## src/hdl/ffsa_pkg.sv

```systemverilog
// Shared types, constants and helpers for the first-fit segment allocator.
package ffsa_pkg;

  localparam int SLOT_COUNT = 512;
  localparam int SLOT_W = $clog2(SLOT_COUNT);
  localparam int LINK_W = SLOT_W + 1;
  localparam int STEP_W = SLOT_W + 1;
  localparam int ADDR_W = 32;
  localparam int SIZE_W = 25;
  localparam int STAT_W = 3;

  localparam logic [LINK_W-1:0] NIL = {LINK_W{1'b1}};
  localparam logic [SIZE_W-1:0] HEAP_BYTES_RST = SIZE_W'(524288);

  localparam logic [1:0] KIND_EMPTY = 2'd0;
  localparam logic [1:0] KIND_FREE = 2'd1;
  localparam logic [1:0] KIND_RESV = 2'd2;

  localparam logic CMD_ALLOC = 1'b0;
  localparam logic CMD_FREE = 1'b1;

  localparam logic [STAT_W-1:0] ST_OK = 3'd0;
  localparam logic [STAT_W-1:0] ST_NO_FIT = 3'd1;
  localparam logic [STAT_W-1:0] ST_NO_SPARE = 3'd2;
  localparam logic [STAT_W-1:0] ST_NOT_FOUND = 3'd3;
  localparam logic [STAT_W-1:0] ST_ZERO_SIZE = 3'd4;

  localparam logic REG_HEAP_BASE = 1'b0;
  localparam logic REG_HEAP_BYTES = 1'b1;

  localparam logic ALU_ADD = 1'b0;
  localparam logic ALU_SUB = 1'b1;

  typedef struct packed {
    logic cmd;
    logic [SIZE_W-1:0] request_bytes;
    logic [ADDR_W-1:0] free_address;
  } req_t;

  typedef struct packed {
    logic [ADDR_W-1:0] block_address;
    logic [STAT_W-1:0] status;
  } rsp_t;

  typedef struct packed {
    logic [1:0] kind;
    logic [ADDR_W-1:0] start;
    logic [SIZE_W-1:0] size;
    logic [LINK_W-1:0] nxt;
    logic [LINK_W-1:0] prv;
  } seg_t;

  typedef struct packed {
    logic en;
    logic [SLOT_W-1:0] addr;
    seg_t data;
  } tbl_wr_t;

  typedef struct packed {
    logic [ADDR_W-1:0] sum;
    logic ge;
    logic eq;
  } alu_res_t;

  localparam seg_t EMPTY_SEG = '{kind: KIND_EMPTY, start: '0, size: '0, nxt: NIL, prv: NIL};

  function automatic logic link_ok(input logic [LINK_W-1:0] link);
    return link < LINK_W'(SLOT_COUNT);
  endfunction

endpackage

```

## src/hdl/ffsa_alu.sv

```systemverilog
// Shared adder/subtractor and comparator used by the sequencer steps that add or compare.
module ffsa_alu (
  input  logic op,
  input  logic [ffsa_pkg::ADDR_W-1:0] a,
  input  logic [ffsa_pkg::ADDR_W-1:0] b,
  output ffsa_pkg::alu_res_t res
);
  import ffsa_pkg::*;

  logic [ADDR_W:0] full;

  // Subtraction is a + ~b + 1; its carry out is the unsigned a >= b flag.
  assign full = {1'b0, a} + {1'b0, (op == ALU_SUB) ? ~b : b} + {{ADDR_W{1'b0}}, op == ALU_SUB};
  assign res.sum = full[ADDR_W-1:0];
  assign res.ge = full[ADDR_W];
  assign res.eq = (a == b);

endmodule

```

## config.mk

```make
export PLATFORM = sky130hd
export DESIGN_NAME = ffsa_alu
export DESIGN_NICKNAME = d
export VERILOG_FILES = /design/src/hdl/ffsa_pkg.sv /design/src/hdl/ffsa_alu.sv
export SDC_FILE = /design/constraint.sdc
export NUM_CORES = 1
export LEC_CHECK = 0
export BUFFER_PORTS_ARGS = -buffer_cell sky130_fd_sc_hd__buf_4
export CAP_MARGIN = 25
export CORE_MARGIN = 10
export CORE_UTILIZATION = 30
export DETAILED_ROUTE_END_ITERATION = 8
export GPL_TIMING_DRIVEN = 0
export PLACE_DENSITY = 0.53
export SETUP_SLACK_MARGIN = 0.15
export SLEW_MARGIN = 25
export SYNTH_ARGS = -nofsm -noshare
export SYNTH_HDL_FRONTEND = slang
export SYNTH_SLANG_ARGS = --single-unit
```

## constraint.sdc

```tcl
create_clock -name vclk -period 7.5
set_clock_uncertainty 0.2 [all_clocks]
set_input_delay 2.25 -clock vclk [all_inputs]
set_output_delay 2.25 -clock vclk [all_outputs]
set_load 0.005 [all_outputs]
```

==> flow_summary.toml <==
[status]
outcome = "completed"

[job]
max_cap_viol_count = 0

[synthesis]
yosysSeqAreaShare_pct = 0
netlist_area_mm2 = 0.002455
syn_inst = 343
synth_compound_area_share_pct = 25.99
avgSynthCellArea_um2 = 7.157
synth_nets = 443
synthMuxAreaShare_pct = 0.8155
synth_top_family_by_area = "XOR/XNOR gates"
ys.warnings.count = 0
synth-xor-area-share_pct = 32.47
synthSimpleGateAreaFrac_pct = 19.42
ys_types = 45
synth_fa_ha_area_share_pct = 18.14

[placed_design]
port_buffers = 98
placed_cell_area_mm2 = 0.003318
place_ws_ns = -0.4254
place.gp.congestion = 0.9109
dpl.hpwl_um = 8298

[detailed_routing]
first_iter_violations = 138
wl_per_cell_um = 17.50
wirelength_um = 9678
drt-vias-per-instance = 5.260
drtPass1Iterations = 4
dr_total_vias = 2909
drtAntennaViolNets = 0
route.detailed.drc = 0

[hold_path]
whs_path_depth = 3
hold_path_class = "primary input to output pin"
min_from = "b[0]"
holdPathEnd = "res[2]"

[pwr]
vdd_drop_max_uv = 51.15
power.leakage_nw = 1.640
powerDensity_mw_per_mm2 = 127.3

[grt]
grt_start_max_net_pins = 11
grt_pass1_wl_um = 15040
grt.overflow.total = 0
grtUsageTotal_pct = 14.35
grt_pass1_vias = 2943
antenna_found_initial = 0

[floorplan]
die_area_mm2 = 0.01220
fp-row-count = 32
pin_count = 99
coreArea_mm2 = 0.007848
initial_core_util_pct = 31.28
fp.dieH_um = 110.5
chipWidth_um = 110.5

[cells_and_area]
seq_cells = 0
regArea_um2 = 0
syn_to_final_growth_pct = 42.81
diodes = 0
final_layout_size_suffix_gt1_share_pct = 27.72
fin_area_mm2 = 0.003506
utilization_pct = 44.67
nClkBuffers = 0
nets = 553

[sta]
setup_viol = 0
fmax_ghz = 0.1369
rsz0062_at_grt = "yes"
setup_tns_ns = 0
finalCritPeriodShare_pct = 97.40
timing.hold.ws_ns = 4.600
slew_headroom_pct = 58.22
layout_min_cycle_time_ns = 7.305
slew_violations = 0
finalWorstSetupSlack_ns = 0.1953
finalHoldViolCount = 0
worst_pin_slew_ns = 0.6210

[setup_path]
path_max_fanout = 6
path_class = "primary input to output pin"
cp.required_ns = 5.05
crit_arrival_ns = 4.85
cp-end-kind = "output pin"
start_kind = "primary input"
routing by layer:
layer	share of wire [%]	up-vias	track usage, %
met5	0	-	0
met4	0.25	0	0.3454
met3	6.4	2	2.269
met2	48	94	24.45
met1	46	1350	19.37
li1	-	1463	-
Yosys cell counts, types with 2 or more instances:
| library cell | n | area [µm²] |
|---|---|---|
| a2111oi_0 | 2 | 17.52 |
| a211oi_1 | 3 | 22.52 |
| a21o_1 | 7 | 52.55 |
| a21oi_1 | 33 | 165.2 |
| a31oi_1 | 2 | 12.51 |
| a41o_1 | 2 | 20.02 |
| and3_1 | 2 | 12.51 |
| buf_2 | 2 | 10.01 |
| clkbuf_1 | 9 | 33.78 |
| ha_1 | 34 | 425.4 |
| inv_1 | 9 | 33.78 |
| mux2i_1 | 2 | 20.02 |
| nand2_1 | 36 | 135.1 |
| nand2b_1 | 3 | 18.77 |
| nand3_1 | 8 | 40.04 |
| nand4_1 | 8 | 50.05 |
| nor2_1 | 20 | 75.07 |
| nor2b_1 | 3 | 18.77 |
| nor3_1 | 7 | 35.03 |
| nor4_1 | 9 | 56.30 |
| o2111ai_1 | 2 | 17.52 |
| o211ai_1 | 4 | 30.03 |
| o211ai_2 | 2 | 25.02 |
| o21a_1 | 4 | 30.03 |
| o21ai_0 | 16 | 80.08 |
| o21bai_1 | 6 | 45.04 |
| xnor2_1 | 16 | 140.1 |
| xor2_1 | 75 | 656.9 |
layout by cell type, fill, tap and decap left out, types with 3 or more instances in the layout:
cell type,n
a21o_1,7
a21oi_1,31
buf_12,3
buf_4,107
clkbuf_1,6
ha_1,34
inv_1,9
nand2_1,36
nand2b_1,3
nand3_1,8
nand4_1,8
nor2_1,19
nor2b_1,3
nor3_1,7
nor4_1,9
o211ai_1,4
o21a_1,4
o21ai_0,14
o21bai_1,5
xnor2_1,16
xor2_1,75
worst max-delay path: stages:
cell	delay [ns]
buf_12	0.12
buf_12	0.13
xor2_1	0.15
ha_1	0.30
buf_6	0.12
nand4_1	0.13
o211ai_2	0.26
o211ai_2	0.15
a2111oi_4	0.46
nor4b_4	0.09
o41ai_2	0.35
xor2_1	0.20
buf_4	0.14
per-stage QoR:
step	cells	power [mW]
2_1_floorplan	343	0.2393
3_3_place_gp	543	0.4268
3_5_place_dp	543	0.4280
4_1_cts	547	0.4367
5_1_grt	553	0.4928
6_report	553	0.4462
kinds of logic after synthesis:
kind of cell               Yosys count
AOI/OAI and AO/OA                   94
xor gates and xnor gates            91
adders and majority gates           35
buffers and inverters               20
muxes                                2
and+or+nand+nor                    101
cell type report:
type                            instances  area [µm²]
Timing Repair Buffer                  108       828.3
Tap cell                              102       127.6
Fill cell                             868        4342
Multi-Input combinational cell        323        2415
Buffer                                 11       101.3
Inverter                                9       33.78
how the worst max path moves through the flow:
stage          start       to  cells past startpoint
6_report          op  res[31]                     13
5_1_grt           op  res[31]                     13
4_1_cts           op  res[31]                     12
3_5_place_dp      op   res[1]                     12
3_3_place_gp      op   res[1]                     12
2_1_floorplan     op  res[31]                     12
power breakdown:
part           internal (mW)  switching, mW  total, mW
Combinational          0.218          0.229      0.446
Clock                      0              0          0
Sequential                 0              0          0
Total                  0.218          0.229      0.446
what timing repair did:
action,4_1_cts,5_1_grt
pin swaps,4,9
endpoints found under the setup margin,18,9
cloned,0,1
hold buffers,0,0
gates resized for setup,10,22
buffers inserted,4,5
Power figures use the tool's default switching activity.
